File: src/sv/fpr_pkg.sv
`default_nettype none

package fpr_pkg;

    localparam logic [7:0] MARKER_RESET = 8'h99;
    localparam logic [7:0] MIN_LENGTH   = 8'd4;

    localparam int APB_ADDR_W = 3;
    localparam int APB_DATA_W = 32;

    localparam logic [0:0] REG_START_MARKER = 1'b0;

    typedef enum logic [2:0] {
        PH_HUNT = 3'd0,
        PH_LEN  = 3'd1,
        PH_PAY  = 3'd2,
        PH_CK1  = 3'd3,
        PH_CK2  = 3'd4
    } t_phase;

    typedef enum logic [2:0] {
        ROLE_DISCARD = 3'd0,
        ROLE_MARKER  = 3'd1,
        ROLE_LENGTH  = 3'd2,
        ROLE_PAYLOAD = 3'd3,
        ROLE_CHECK1  = 3'd4,
        ROLE_CHECK2  = 3'd5
    } t_role;

    typedef enum logic [1:0] {
        ST_NONE   = 2'd0,
        ST_OK     = 2'd1,
        ST_CKERR  = 2'd2,
        ST_BADLEN = 2'd3
    } t_status;

    typedef struct packed {
        logic [7:0] out_byte;
        t_role      byte_role;
        logic [7:0] frame_position;
        logic       frame_done;
        t_status    frame_status;
    } t_result;

endpackage

`default_nettype wire

File: src/sv/framed_packet_receiver_core.sv
// Channel  | Direction | Handshake                     | Payload
// rx       | in        | i_rx_valid / o_rx_stall       | i_rx_byte
// out      | out       | o_out_valid / i_out_stall     | o_out_byte, o_byte_role,
//          |           |                               | o_frame_position, o_frame_done,
//          |           |                               | o_frame_status
// config   | in        | psel, penable, pwrite, pready | paddr, pwdata, prdata
//
// One byte is accepted per cycle while o_rx_stall is low; its result is registered
// in the output buffer. Parser state and running sums update once per accepted byte.
// A two-entry output buffer decouples the sides: o_rx_stall rises only once
// two results are waiting, so an output stall reaches the input once the skid fills.
// Reset is synchronous; the start marker returns to 0x99 and the parser to hunting.
`default_nettype none

module framed_packet_receiver_core
    import fpr_pkg::*;
(
    input  wire logic                  i_clk,
    input  wire logic                  i_rst_n,

    input  wire logic                  i_rx_valid,
    output logic                       o_rx_stall,
    input  wire logic [7:0]            i_rx_byte,

    output logic                       o_out_valid,
    input  wire logic                  i_out_stall,
    output logic [7:0]                 o_out_byte,
    output logic [2:0]                 o_byte_role,
    output logic [7:0]                 o_frame_position,
    output logic                       o_frame_done,
    output logic [1:0]                 o_frame_status,

    input  wire logic                  psel,
    input  wire logic                  penable,
    input  wire logic                  pwrite,
    input  wire logic [APB_ADDR_W-1:0] paddr,
    input  wire logic [APB_DATA_W-1:0] pwdata,
    output logic [APB_DATA_W-1:0]      prdata,
    output logic                       pready
);

    logic [7:0] r_marker;
    logic       w_cfg_wr;
    logic       w_push;
    logic       w_full;
    t_result    w_result;
    t_result    w_out;

    assign pready   = 1'b1;
    assign w_cfg_wr = psel && penable && pwrite && pready;

    always_ff @(posedge i_clk) begin
        if (!i_rst_n) begin
            r_marker <= MARKER_RESET;
        end else if (w_cfg_wr && (paddr[2] == REG_START_MARKER)) begin
            r_marker <= pwdata[7:0];
        end
    end

    always_comb begin
        unique case (paddr[2])
            REG_START_MARKER: prdata = {{(APB_DATA_W-8){1'b0}}, r_marker};
            default:          prdata = '0;
        endcase
    end

    assign o_rx_stall = w_full;
    assign w_push     = i_rx_valid && !w_full;

    fpr_parser u_parser (
        .i_clk    (i_clk),
        .i_rst_n  (i_rst_n),
        .i_push   (w_push),
        .i_byte   (i_rx_byte),
        .i_marker (r_marker),
        .o_result (w_result)
    );

    fpr_out_buf u_out_buf (
        .i_clk   (i_clk),
        .i_rst_n (i_rst_n),
        .i_push  (w_push),
        .i_data  (w_result),
        .o_full  (w_full),
        .o_valid (o_out_valid),
        .i_stall (i_out_stall),
        .o_data  (w_out)
    );

    assign o_out_byte       = w_out.out_byte;
    assign o_byte_role      = w_out.byte_role;
    assign o_frame_position = w_out.frame_position;
    assign o_frame_done     = w_out.frame_done;
    assign o_frame_status   = w_out.frame_status;

endmodule

`default_nettype wire

File: src/sv/fpr_parser.sv
`default_nettype none

module fpr_parser
    import fpr_pkg::*;
(
    input  wire logic       i_clk,
    input  wire logic       i_rst_n,
    input  wire logic       i_push,
    input  wire logic [7:0] i_byte,
    input  wire logic [7:0] i_marker,
    output t_result         o_result
);

    t_phase     r_phase,   n_phase;
    logic [7:0] r_length,  n_length;
    logic [7:0] r_count,   n_count;
    logic [7:0] r_sum1,    n_sum1;
    logic [7:0] r_sum2,    n_sum2;
    logic       r_ck1_ok,  n_ck1_ok;

    logic [7:0] w_sum1_add;
    logic [7:0] w_count_inc;
    logic [8:0] w_pay_end;

    assign w_sum1_add  = r_sum1 + i_byte;
    assign w_count_inc = r_count + 8'd1;
    assign w_pay_end   = {1'b0, w_count_inc} + 9'd2;

    // Next state of the parser.
    always_comb begin
        n_phase  = r_phase;
        n_length = r_length;
        n_count  = r_count;
        n_sum1   = r_sum1;
        n_sum2   = r_sum2;
        n_ck1_ok = r_ck1_ok;
        unique case (r_phase)
            PH_LEN: begin
                n_length = i_byte;
                if (i_byte < MIN_LENGTH) begin
                    n_phase = PH_HUNT;
                    n_count = 8'd0;
                end else begin
                    n_sum1  = i_byte;
                    n_sum2  = i_byte;
                    n_count = 8'd2;
                    n_phase = (i_byte == MIN_LENGTH) ? PH_CK1 : PH_PAY;
                end
            end
            PH_PAY: begin
                n_sum1  = w_sum1_add;
                n_sum2  = r_sum2 + w_sum1_add;
                n_count = w_count_inc;
                if (w_pay_end >= {1'b0, r_length}) begin
                    n_phase = PH_CK1;
                end
            end
            PH_CK1: begin
                n_ck1_ok = (i_byte == r_sum1);
                n_count  = w_count_inc;
                n_phase  = PH_CK2;
            end
            PH_CK2: begin
                n_phase = PH_HUNT;
                n_count = 8'd0;
            end
            default: begin
                n_phase = PH_HUNT;
                if (i_byte == i_marker) begin
                    n_sum1   = 8'd0;
                    n_sum2   = 8'd0;
                    n_ck1_ok = 1'b0;
                    n_count  = 8'd1;
                    n_phase  = PH_LEN;
                end
            end
        endcase
    end

    // Classification of the byte in hand.
    always_comb begin
        o_result.out_byte       = i_byte;
        o_result.byte_role      = ROLE_DISCARD;
        o_result.frame_position = 8'd0;
        o_result.frame_done     = 1'b0;
        o_result.frame_status   = ST_NONE;
        unique case (r_phase)
            PH_LEN: begin
                o_result.byte_role      = ROLE_LENGTH;
                o_result.frame_position = 8'd1;
                if (i_byte < MIN_LENGTH) begin
                    o_result.frame_done   = 1'b1;
                    o_result.frame_status = ST_BADLEN;
                end
            end
            PH_PAY: begin
                o_result.byte_role      = ROLE_PAYLOAD;
                o_result.frame_position = r_count;
            end
            PH_CK1: begin
                o_result.byte_role      = ROLE_CHECK1;
                o_result.frame_position = r_count;
            end
            PH_CK2: begin
                o_result.byte_role      = ROLE_CHECK2;
                o_result.frame_position = r_count;
                o_result.frame_done     = 1'b1;
                o_result.frame_status   = (r_ck1_ok && (i_byte == r_sum2)) ? ST_OK : ST_CKERR;
            end
            default: begin
                if (i_byte == i_marker) begin
                    o_result.byte_role = ROLE_MARKER;
                end
            end
        endcase
    end

    always_ff @(posedge i_clk) begin
        if (!i_rst_n) begin
            r_phase  <= PH_HUNT;
            r_length <= 8'd0;
            r_count  <= 8'd0;
            r_sum1   <= 8'd0;
            r_sum2   <= 8'd0;
            r_ck1_ok <= 1'b0;
        end else if (i_push) begin
            r_phase  <= n_phase;
            r_length <= n_length;
            r_count  <= n_count;
            r_sum1   <= n_sum1;
            r_sum2   <= n_sum2;
            r_ck1_ok <= n_ck1_ok;
        end
    end

    a_discard_not_done: assert property (@(posedge i_clk) disable iff (!i_rst_n)
        o_result.byte_role == ROLE_DISCARD |-> !o_result.frame_done)
        else $error("discarded byte flagged as end of frame");

    a_done_resumes_hunt: assert property (@(posedge i_clk) disable iff (!i_rst_n)
        i_push && o_result.frame_done |=> r_phase == PH_HUNT && r_count == 8'd0)
        else $error("parser did not return to hunting after a frame ended");

    a_marker_opens_frame: assert property (@(posedge i_clk) disable iff (!i_rst_n)
        i_push && o_result.byte_role == ROLE_MARKER |=> r_phase == PH_LEN)
        else $error("start marker did not open a frame");

endmodule

`default_nettype wire

File: src/sv/fpr_out_buf.sv
`default_nettype none

module fpr_out_buf
    import fpr_pkg::*;
(
    input  wire logic    i_clk,
    input  wire logic    i_rst_n,
    input  wire logic    i_push,
    input  wire t_result i_data,
    output logic         o_full,
    output logic         o_valid,
    input  wire logic    i_stall,
    output t_result      o_data
);

    logic    r_main_valid;
    logic    r_skid_valid;
    t_result r_main;
    t_result r_skid;
    logic    w_pop;

    assign w_pop   = r_main_valid && !i_stall;
    assign o_valid = r_main_valid;
    assign o_data  = r_main;
    assign o_full  = r_skid_valid;

    always_ff @(posedge i_clk) begin
        if (!i_rst_n) begin
            r_main_valid <= 1'b0;
            r_skid_valid <= 1'b0;
        end else if (!r_main_valid || w_pop) begin
            r_main_valid <= r_skid_valid || i_push;
            r_skid_valid <= 1'b0;
        end else if (i_push) begin
            r_skid_valid <= 1'b1;
        end
    end

    always_ff @(posedge i_clk) begin
        if (!r_main_valid || w_pop) begin
            r_main <= r_skid_valid ? r_skid : i_data;
        end else if (i_push) begin
            r_skid <= i_data;
        end
    end

    a_skid_behind_main: assert property (@(posedge i_clk) disable iff (!i_rst_n)
        r_skid_valid |-> r_main_valid)
        else $error("skid entry held without a head entry");

    a_no_push_when_full: assert property (@(posedge i_clk) disable iff (!i_rst_n)
        !(i_push && r_skid_valid))
        else $error("transaction pushed into a full output buffer");

    a_skid_drains: assert property (@(posedge i_clk) disable iff (!i_rst_n)
        r_skid_valid && w_pop |=> !r_skid_valid && r_main_valid && r_main == $past(r_skid))
        else $error("skid entry lost when the head was taken");

endmodule

`default_nettype wire
File: config.mk
export PLATFORM = sky130hd
export DESIGN_NAME = framed_packet_receiver_core
export DESIGN_NICKNAME = d
export VERILOG_FILES = /design/src/sv/fpr_pkg.sv /design/src/sv/framed_packet_receiver_core.sv /design/src/sv/fpr_parser.sv /design/src/sv/fpr_out_buf.sv
export SDC_FILE = /design/constraint.sdc
export NUM_CORES = 1
export LEC_CHECK = 0
export BUFFER_PORTS_ARGS = -buffer_cell sky130_fd_sc_hd__clkbuf_2
export CAP_MARGIN = 20
export CORE_MARGIN = 10
export CORE_UTILIZATION = 55
export CTS_CLUSTER_SIZE = 10
export DETAILED_ROUTE_END_ITERATION = 16
export GPL_TIMING_DRIVEN = 0
export HOLD_SLACK_MARGIN = 0.05
export PLACE_DENSITY_LB_ADDON = 0.05
export SLEW_MARGIN = 20
export SYNTH_ARGS = -nofsm -noshare
export SYNTH_HDL_FRONTEND = slang
export SYNTH_SLANG_ARGS = --single-unit
File: constraint.sdc
create_clock -name i_clk -period 3.5 [get_ports i_clk]
set_clock_uncertainty 0.2 [all_clocks]
set_input_delay 0.175 -clock i_clk [delete_from_list [all_inputs] [get_ports i_clk]]
set_output_delay 0.175 -clock i_clk [all_outputs]
set_load 0.005 [all_outputs]
==> results of run 1 <==
-- worst min-delay path: cells and delay by family --
| kind | cells | cell delay (ns) |
|---|---|---|
| buffers and inverters | 1 | 0.23 |
| AOI/OAI and AO/OA | 1 | 0.07 |
| and+or+nand+nor | 1 | 0.14 |
-- cell type report --
cell class	instances	area, um^2
Sequential cell	90	2243
Tap cell	111	138.9
Buffer	54	341.6
Multi-Input combinational cell	392	2665
Clock buffer	10	137.6
Fill cell	739	3050
Timing Repair Buffer	75	476.7
Inverter	13	48.80
Clock inverter	6	93.84
-- logic make-up (layout without fill, tap and decap cells) --
kind of cell / Yosys count / after routing / synth area share (%)
muxes: 24 / 24 / 5.116
DFF: 90 / 90 / 43.24
AOI/OAI and AO/OA: 119 / 119 / 15.11
xor gates and xnor gates: 41 / 41 / 7.191
adders and majority gates: 26 / 26 / 6.564
and+or+nand+nor: 157 / 157 / 15.11
buffers and inverters: 67 / 158 / 7.529
other: 2 / 25 / 0.1448
-- sequential cells by signal, summed over array words and instances (netlist names) --
register / flops
u_parser.r_sum1: 8
u_parser.r_sum2: 8
u_out_buf.o_full: 1
u_parser.r_length: 8
u_parser.r_phase: 3
u_out_buf.o_valid: 1
u_parser.r_ck1_ok: 1
u_parser.r_count: 8
r_marker: 8
u_out_buf.o_data: 22
u_out_buf.r_skid: 22
-- where the power goes --
part / total [mW] / internal (mW) / switching (mW)
Sequential: 1.19 / 1.16 / 0.0305
Combinational: 0.530 / 0.237 / 0.293
Clock: 0.819 / 0.429 / 0.390
Total: 2.54 / 1.82 / 0.713
-- Yosys cell counts (3+ instances only) --
| library cell | count |
|---|---|
| dfxtp_1 | 46 |
| o211ai_1 | 4 |
| buf_4 | 27 |
| nand2_1 | 41 |
| o221a_2 | 3 |
| nor3_1 | 11 |
| a22oi_1 | 8 |
| a211oi_1 | 15 |
| ha_1 | 24 |
| o21a_1 | 3 |
| nand2b_1 | 9 |
| a21o_1 | 4 |
| inv_1 | 12 |
| buf_2 | 6 |
| mux2_2 | 20 |
| buf_6 | 4 |
| nor2b_1 | 12 |
| o21ai_0 | 13 |
| a21oi_1 | 45 |
| and2_1 | 10 |
| edfxtp_1 | 44 |
| clkbuf_1 | 16 |
| nor4_1 | 5 |
| nand3_1 | 21 |
| nor2_1 | 33 |
| o31ai_1 | 3 |
| xnor2_1 | 15 |
| mux2i_1 | 4 |
| xor2_1 | 25 |
-- cells in the final DEF (no fill, tap or decap), drive strengths merged, types with 20 or more instances in the layout --
master,instances
a21oi,47
buf,39
clkbuf,81
conb,25
dfxtp,46
edfxtp,44
ha,24
mux2,20
nand2,41
nand3,21
nor2,34
xor2,25
-- how the worst max path moves through the flow --
stage               depth (start not counted)                 from                  end  slack, ns
floorplan                                  13   u_parser.r_sum1[0]   u_parser.r_sum2[7]       0.23
global placement                           14         i_rx_byte[0]   u_parser.r_sum2[7]      -0.08
detailed placement                         14         i_rx_byte[0]   u_parser.r_sum2[7]      -0.12
CTS                                        13   u_parser.r_sum1[0]   u_parser.r_sum2[7]       0.03
global route                               11  u_parser.r_count[0]  u_parser.r_phase[0]       0.07
finish                                     11  u_parser.r_count[0]  u_parser.r_phase[0]       0.24
-- per-layer routing --
metal  track usage, %  wire, um
met3            4.587       930
met1            25.19      5949
met5                0         0
met2            29.92      5634
met4            6.260       175
-- per-stage QoR --
stage / hold WS (ns) / cells / setup TNS (ns)
after floorplan: 0.07387 / 549 / 0
after global placement: 0.1700 / 715 / -0.07824
after detailed placement: 0.1747 / 716 / -0.1153
after CTS: 0.07351 / 751 / 0
after global routing: 0.1065 / 751 / 0
final: 0.09548 / 751 / 0
-- what timing repair did --
| item | CTS | global route |
|---|---|---|
| setup buffers | 0 | 0 |
| hold endpoints to repair | 25 | 0 |
| setup endpoints to repair | 1 | 2 |
| gates resized for setup | 2 | 6 |
| pin swaps | 0 | 4 |
| hold buffers | 19 | 0 |
==> results by stage, run 1 <==
Final layout:
- Relative to the synthesized area, the layout overhead comes to 18.53%.
- For this run, the share of the core covered by cells in the final layout is between 60% and 70%.
- The repair_antennas step left the layout with diodes totalling 0.
- Of the cells placed in the final design, the portion with a size suffix greater than 1 is approximately a quarter.
- The finished cells cover just over 6000 um^2.
- The net count reported at finish is slightly above 700.

Power:
- The peak supply drop is a little over 0.0002 V.
- The static power due to leakage is around 2.5 nW.
- The power after layout is 2.537 mW.
- The power density normalized to cell area is between 400 and 500 nW/um^2.

Detailed routing:
- Dividing the detail-routed via count by the number of cells gives about 5.6.
- Wires add up to 12690 um.
- Before antenna repair, the detailed router went through 5 iterations.
- The remaining antenna violation count after routing is 0.
- After detailed routing, the average wire length per cell comes to around 17 um.
- For this block, the via count after detailed routing is between 4000 and 5000.
- The DRC marker count from the first detailed-route iteration is 293.
- The detailed-route DRC error count is 0.

Timing:
- Setup repair after global routing left no endpoint under its margin.
- At the pin with the least slew margin, the transition time is 0.9921 ns.
- The smallest clock period supported by the final layout is computed as 3.259 ns.
- Setup slack closes at 0.2414 ns.
- Setup violations remaining at the end of the flow were counted as 0.
- Dividing the final minimum period by the clock period gives 93.10%.
- The hold violation total from the final report came to 0.
- Headroom to the max-slew limit came out at ~34%.
- The max-slew violation count came to 0.
- Derived from the worst setup path, the maximum achievable clock frequency is 306.9 MHz.

Worst setup path:
- The data arrival time of the critical path is between 3 and 4 ns.
- STA puts the critical path data required time at 3.57 ns.
- The kind of end point of the critical path is a flip-flop.
- On the worst path, the slowest cell contributes a delay of between 0.5 and 0.6 ns.
- On the critical path the largest part of the delay comes from compound AO/OA/AOI/OAI gates.
- The library cell contributing the largest single delay on the critical path is or4b_1.
- The worst setup path is launched from a flip-flop.
- The worst register-to-register path begins at u_parser.r_count[0].
- The critical path contains buffers and inverters numbering 0 combined.
- By startpoint and endpoint, the worst setup path is classified as reg2reg.
- In this run the critical register-to-register path is captured at u_parser.r_phase[0].
- The critical-path maximum fanout is 8.
- Measured in cells, the most critical reg-to-reg path has a length of 11.
- The slack of the worst reg-to-reg path is around 0.24 ns.
- The critical path goes through ha_1, nand3_1, xor2_1, or4b_1, xor2_1, ha_1, a21oi_1, nor2b_1, a2111oi_2, o311a_1, o21ai_1.

Placement:
- Once detailed placement completed, the half-perimeter wirelength came to a little over 9000 um.
- The count of input and output buffers is between 50 and 60.
- Routability-driven placement finished with a final weighted congestion of roughly 0.92.
- The instance area at placement is about 5700 um^2.
- The post-placement worst setup slack is -0.1153 ns.

Synth:
- Counting flops with an async set or reset pin after synthesis yields a share of 0%.
- edfxtp_1 takes more of the synthesized area than any other cell.
- The distinct cell type count of the synthesized netlist is 62.
- The post-synthesis register bit count is 90.
- The mean instance size in the synthesized netlist is ~10 um^2.
- After synthesis, flip-flops and latches occupy 43.24% of the total area.
- Counting flops with a built-in enable in the synthesized netlist gives 44.
- Yosys attributes the largest share of cell area to edfxtp_1 25%, dfxtp_1 18%, ha_1 5.8%.
- The commonest register cell after synthesis is dfxtp_1.
- The area of the mapped netlist is around 5200 um^2.
- Counting every instance in the synthesized netlist gives ~530.
- The area share of the largest cell type after synthesis is between 20% and 30%.
- The number of warning messages in the yosys log is 0.

CTS:
- The later pin in the worst-skew pair is clocked with a latency of 0.37 ns.
- The clock passes through at most 2 buffers.
- The total clock buffers created by CTS is 9.
- The level count of the clock H-tree is 3.
- The clock slew at the register clock pins of the worst setup and hold paths is about 0.090 ns.
- The cell chosen for the clock root is clkbuf_8.
- TritonCTS built the clock tree.
- The tree built by TritonCTS fans out to 90 sinks.

Floorplan:
- After floorplanning, the core was sized to cover 9196 um^2.
- The effective utilization at floorplan is a little under three fifths.
- The die outline area is 13710 um^2.
- The floorplan has 35 rows.
- The die span in y is approximately 120 um.
- In this run the horizontal extent of the chip is between 100 and 150 um.
- Pin placement for this block handled 107 I/O pins.

Min path:
- The worst hold path begins at i_rx_byte[1].
- The worst hold path passes through 3 cells.
- The worst-case hold path end point is u_parser.r_length[1].
- The worst hold path belongs to the class in2reg.

Outcome:
- The flow ran to the end, and the final reports show no timing, DRC or antenna violations.

GRT:
- The total global-route track usage is between 10% and 20%.
- The residual overflow from global routing is 0.
- The number of global-route vias before repair is around 4000.
- The largest net degree at the start of global routing is 26.
- The number of antenna violations at the first check in global routing was 0.
- The wire length of the first global-routing pass is 20530 um.

Job:
- The total of max-cap violations is 0.
(Power assumes the default switching activity.)
==> inputs of run 2 (changes only) <==
- REMOVE_ABC_BUFFERS: not set -> 1
- clock period: 3.5 -> 3.26 ns (I/O delays scaled with it)
==> results by stage, run 2 (synthesis gave the netlist of run 1 again) <==
Outcome:
- The flow ran to the end, and the final reports show no timing, DRC or antenna violations.

GRT:
- The number of antenna violations at the first check in global routing is 0.
- The residual overflow from global routing is 0.
- The wire length of the first global-routing pass is slightly above 20000 um.
- Entering global routing, the biggest net connects 38 pins.
- The number of global-route vias before repair came to 3997.
- Across every metal layer, demand over resource in global routing totals 18.47%.

Detailed routing:
- The total via count after detailed routing is 4065.
- In the final routed layout, each cell accounts on average for 17.35 um.
- In the routed design, unresolved DRC markers number 0.
- The first routing iteration left ~280 violations.
- In this run the remaining antenna-violating nets after routing total 0.
- The first detailed-routing pass took 4 iterations.
- After detailed routing, the total wire length is 12250 um.
- After detailed routing, the number of vias per cell comes to around 5.8.

Worst setup path:
- The signal on the critical path passes through ha_4, fa_2, a21o_1, a221o_1, a21oi_2, xnor2_2, ha_1, o21ai_1, nor2_1, o21ai_2, xnor3_1, and2_1, o221a_2.
- The largest individual stage delay along the critical path comes from the cell dfxtp_2.
- The critical path class is reg2reg.
- STA classifies the critical path endpoint as a flip-flop.
- The critical-path maximum fanout is 2.
- The critical path required time is roughly 3.3 ns.
- For this run, the slowest stage of the critical path takes between 0.3 and 0.4 ns.
- The kind of start point of the critical path is a flip-flop.
- STA puts the critical path data arrival time at between 3 and 4 ns.
- Grouping stages by cell kind, the critical path spends the most delay in compound AO/OA/AOI/OAI gates.
- Together, buffers and inverters on the worst path number 0.

Job:
- Across the run, the number of max-cap violations was 0.

Timing:
- Based on the critical path, the design can be clocked at up to approximately 310 MHz.
- The worst path meets setup with approximately 0.069 ns of slack.
- The transition time at the pin with the least slew margin is 1.065 ns.
- Measured against its own limit, the worst slew margin works out to about 29%.
- The worst path uses 97.87% of the clock period.
- Setup repair after global routing could not meet its margin everywhere.
- The hold violation total from the final report was 0.
- The setup total negative slack is 0 ns.
- The final number of setup-violating endpoints is 0.
- The tightest hold path in the finished design has a slack of 0.06342 ns.
- The max-slew violation count came to 0.
- The minimum clock period is roughly 3.2 ns.

CTS:
- The insertion delay to the later sink of the worst-skew pair is between 0.3 and 0.4 ns.
- TritonCTS created 9 clock buffers.
- The level count of the clock H-tree is 3.
- Clock tree synthesis selected as its root buffer the cell clkbuf_8.
- The clock slew at the register clock pins of the worst setup and hold paths is approximately 0.10 ns.
- Counting along the longest clock path gives a buffer depth of 2.
- The TritonCTS clock tree is yes.
- The total number of clock tree sinks is 90.

Floorplan:
- The die is 117.1 um tall.
- The die outline area is roughly 14000 um^2.
- The initial utilization of the core area, before any placement, comes to approximately 56%.
- Pin placement for this block handled approximately 110 I/O pins.
- The count of standard-cell rows is 35.
- In this run the standard cell core region covers between 9000 and 10000 um^2.
- In this run the horizontal extent of the chip is 117.1 um.

Power:
- The power after layout is 2.569 mW.
- The peak supply drop is between 0.0002 and 0.00025 V.
- In this run the power density over the cells is approximately 440 nW/um^2.
- The analysis attributes to cell leakage a power of ~2.3 nW.

Min path:
- The worst hold path belongs to the class in2reg.

Placement:
- The weighted congestion reported at the end of routability-driven placement is slightly below 0.9.
- The count of buffers added on input and output ports is 55.
- Once placement completed, the tool counted placed cells totaling 662.
- Detailed placement finished with a half-perimeter wire length of ~8000 um.
- Before CTS, the worst setup slack after placement is -0.5366 ns.

Final layout:
- The leading cell type in the layout, fill and taps excluded is clkbuf_2.
- The fill cell total of the finished layout is a little under 800.
- The net count of the finished layout is ~670.
- The area growth from synthesis to layout is 13.78%.
- The final standard cell count with taps included and fillers excluded is between 700 and 800.
- The number of antenna diodes in the final layout is 0.
- Cells with a size suffix above 1 make up between 20% and 30% of the layout.
- In the layout the commonest cells are 55 x clkbuf_2, 44 x a21oi_1, 44 x edfxtp_1.
run 2: tightest hold or removal path, cell delays in order:
cell and delay (ns):
clkbuf_2 0.24, nand3_1 0.13, a21oi_1 0.06
run 2: per-layer routing:
layer	wire length, um	global-route usage [%]
met1	5813	25.44
met2	5259	27.63
met3	1012	5.097
met4	164	5.437
met5	0	0
run 2: through the flow:
| stage | area (um^2) | utilization (%) |
|---|---|---|
| floorplan | 4930 | - |
| global placement | 5344 | 58.11 |
| detailed placement | 5364 | 58.33 |
| CTS | 5836 | 63.46 |
| global route | 5899 | 64.15 |
| finish | 5899 | 64.15 |
run 2: power by group:
| part | switching [mW] | leakage, nW | internal [mW] |
|---|---|---|---|
| combinational | 0.295 | 1.36 | 0.237 |
| sequential | 0.0420 | 0.823 | 1.24 |
| clock | 0.454 | 0.0966 | 0.299 |
run 2: repair_timing:
item / 4_1_cts / 5_1_grt
endpoints found under the setup margin: 2 / 6
buffers inserted: 2 / 2
hold buffers: 23 / 0
pin swaps: 8 / 6
hold endpoints to repair: 28 / 0
gates resized for setup: 11 / 11
run 2: final timing paths:
kind                                            from              endpoint  slack, ns  cells past startpoint
worst max-delay path              u_parser.r_sum1[0]    u_parser.r_sum2[7]       0.07                     13
worst min-delay path                    i_rx_byte[2]  u_parser.r_length[2]       0.06                      3
worst max register to register    u_parser.r_sum1[0]    u_parser.r_sum2[7]       0.07                     13
worst min register to register  u_parser.r_length[2]  u_parser.r_length[2]       0.26                      2
run 2: cell type report:
| type | instances | area (um^2) | share of cell area [%] |
|---|---|---|---|
| Timing Repair Buffer | 84 | 565.5 | 9.586 |
| Multi-Input combinational cell | 392 | 2698 | 45.73 |
| Inverter | 13 | 48.80 | 0.8271 |
| Tap cell | 111 | 138.9 | 2.354 |
| Clock inverter | 7 | 72.57 | 1.230 |
| Sequential cell | 90 | 2252 | 38.18 |
| Clock buffer | 9 | 123.9 | 2.100 |
==> inputs of run 3 (changes only) <==
- CORE_UTILIZATION: 55 -> 25
==> results by stage, run 3 (synthesis gave the netlist of run 1 again) <==
Outcome:
- The flow ran to the end, and the final reports show no timing, DRC or antenna violations.

Worst setup path:
- The cell family contributing the most delay on the critical path is compound AO/OA/AOI/OAI gates.
- The critical path class is reg2reg.
- Walking the worst path, the cells encountered are ha_4, fa_2, a21o_1, a221o_1, a21oi_2, xnor2_2, ha_1, o21ai_1, nor2_1, o21ai_2, xnor3_1, and2_4, o221a_4.
- The largest individual stage delay along the critical path comes from the cell fa_2.
- The maximum cell stage delay along the critical path is approximately 0.36 ns.
- The worst setup path is launched from a flip-flop.
- The kind of end point of the critical path is a flip-flop.
- The critical-path maximum fanout is 2.
- The critical path required time is 3.30 ns.
- The number of buffers and inverters on the critical path is 0.
- The data arrival time of the critical path is 3.28 ns.

Detailed routing:
- The detailed-route DRC error count is 0.
- The via density per instance is approximately 4.6.
- The average wire length per cell after detail routing is about 17 um.
- Once detail routing completed, the nets flagged for antenna violations numbered 0.
- The total wirelength of the detailed-routed design is ~15000 um.
- The DRC marker count from the first detailed-route iteration is 166.
- The total via count after detailed routing is 3911.
- The number of iterations in the first detailed-routing pass is 4.

Placement:
- The instance area at placement is around 5600 um^2.
- Before CTS, the worst setup slack after placement is -0.6896 ns.
- The placed instance count is approximately 800.
- The wire-length estimate of the detail-placed layout is approximately 10000 um.
- In this run the tool buffered the top-level ports with 55 buffer cells.
- The weighted congestion reported at the end of routability-driven placement is 0.7604.

CTS:
- For this design, the sink count on the clock tree is 90.
- The TritonCTS clock tree is yes.
- The level count of the clock H-tree is 3.
- TritonCTS created 9 clock buffers.
- The buffer levels on the longest clock path is 2.
- The cell chosen for the clock root is clkbuf_16.
- For the worst-skew pair, the clock arrives at the later sink with an insertion delay of 0.35 ns.
- The clock slew at the register clock pins of the worst setup and hold paths is roughly 0.070 ns.

Floorplan:
- After floorplanning, the core was divided into 52 placement rows.
- For this configuration, the core starts out at a cell density of roughly a quarter.
- The placeable core region is 20300 um^2.
- In this run the vertical extent of the chip is around 160 um.
- The die is 164.0 um wide.
- The number of placed I/O pins is around 110.
- The die outline area is around 27000 um^2.

Timing:
- Derived from the worst setup path, the maximum achievable clock frequency is 308.5 MHz.
- The hold violation total from the final report is 0.
- Setup violations remaining at the end of the flow were counted as 0.
- The transition time at the pin with the least slew margin is 0.9863 ns.
- The max-slew violation count is 0.
- The final cycle utilization of the critical path is between 90% and 100%.
- The worst hold-check slack is approximately 0.054 ns.
- The smallest setup slack after layout is approximately 0.018 ns.
- The worst path in the final design needs a cycle of between 3 and 4 ns, including I/O delays and setup.
- Setup repair after global routing could not meet its margin everywhere.
- The headroom to the max-slew limit is around 34%.

GRT:
- The number of antenna violations at the first check in global routing is 0.
- Summed over all layers, the global routing overflow is 0.
- The number of global-route vias before repair came to slightly above 4000.
- The first global-routing pass estimated around 23000 um of wire.
- The total global-route track usage is roughly 11%.
- The largest net degree at the start of global routing is 38.

Final layout:
- The final antenna diode count is 0.
- The post-route netlist has between 20 and 25% of its cells at a drive strength greater than 1.
- The area growth from synthesis to layout is 17.88%.
- The finished layout holds about 850 standard cells, fillers aside.
- The total non-filler cell area in the finished layout is between 6000 and 7000 um^2.
- In the layout the commonest cells are 55 x clkbuf_2, 44 x a21oi_1, 44 x edfxtp_1.
- Fill cells in the final layout number approximately 2200.
- The library cell used most frequently in the layout, excluding fill and tap cells, is clkbuf_2.
- In the final design database the tool counted between 600 and 700 nets.

Power:
- The worst-case IR drop observed on VDD is 0.0002139 V.
- The power after layout is around 2.8 mW.
- The analysis attributes to cell leakage a power of approximately 2.3 nW.
- The power density normalized to cell area is ~460 nW/um^2.

Job:
- Max-cap violations in this run came to 0.

Min path:
- The class of the most critical hold timing path is in2reg.
## run 3: cell count changes in the layout (fill, tap and decap cells not counted), sizes merged
cell / delta
clkinvlp: +1
inv: -1
dlygate4sd3: -9
buf: -2
## run 3: worst reg2reg max path: stages, from the launching register on
cell and delay (ns):
dfxtp_2 0.34, ha_4 0.16, fa_2 0.37, a21o_1 0.20
a221o_1 0.34, a21oi_2 0.18, xnor2_2 0.16, ha_1 0.29
o21ai_1 0.08, nor2_1 0.07, o21ai_2 0.15, xnor3_1 0.23
and2_4 0.14, o221a_4 0.24
## run 3: area by class of cell
class	count	area, um^2	share of cell area [%]
clock inverter	7	51.30	0.8393
tap	270	337.8	5.527
sequential	90	2252	36.85
timing repair buffer	73	460.4	7.533
multi-input combinational	392	2736	44.77
clock buffer	9	225.2	3.685
inverter	13	48.80	0.7984
## run 3: path summary, 6_finish.rpt
| check | end | from | slack [ns] | depth (start not counted) |
|---|---|---|---|---|
| worst max register to register | u_parser.r_sum2[7] | u_parser.r_sum1[0] | 0.02 | 13 |
| worst min register to register | u_parser.r_length[7] | u_parser.r_length[7] | 0.26 | 2 |
| worst max-delay path | u_parser.r_sum2[7] | u_parser.r_sum1[0] | 0.02 | 13 |
| worst min-delay path | u_out_buf.r_skid[18] | i_rx_byte[4] | 0.05 | 1 |
## run 3: what timing repair did
| action | in CTS | in global routing |
|---|---|---|
| endpoints found under the hold margin | 14 | 0 |
| endpoints found under the setup margin | 2 | 14 |
| cloned | 0 | 0 |
| gates resized for setup | 12 | 14 |
| hold buffers | 14 | 0 |
| setup buffers | 0 | 2 |
| pin swaps | 7 | 10 |
## run 3: layer usage
metal	global-route usage (%)	part of all wire, %
met5	0	0
met3	2.378	5.3
met2	15.83	41
met4	3.777	1.6
met1	15.96	52
## run 3: metrics by stage
step | setup TNS, ns | util (%)
final | 0 | 30.11
after global placement | -6.199 | 27.31
after CTS | -0.02071 | 29.74
after global routing | -0.9959 | 30.11
after detailed placement | -1.032 | 27.52
after floorplan | -0.01219 | -
## run 3: power by group
part | switching (mW) | internal, mW | leakage [nW]
Sequential | 0.0458 | 1.24 | 0.823
Combinational | 0.306 | 0.232 | 1.32
Clock | 0.483 | 0.522 | 0.132
Total | 0.835 | 2.00 | 2.28
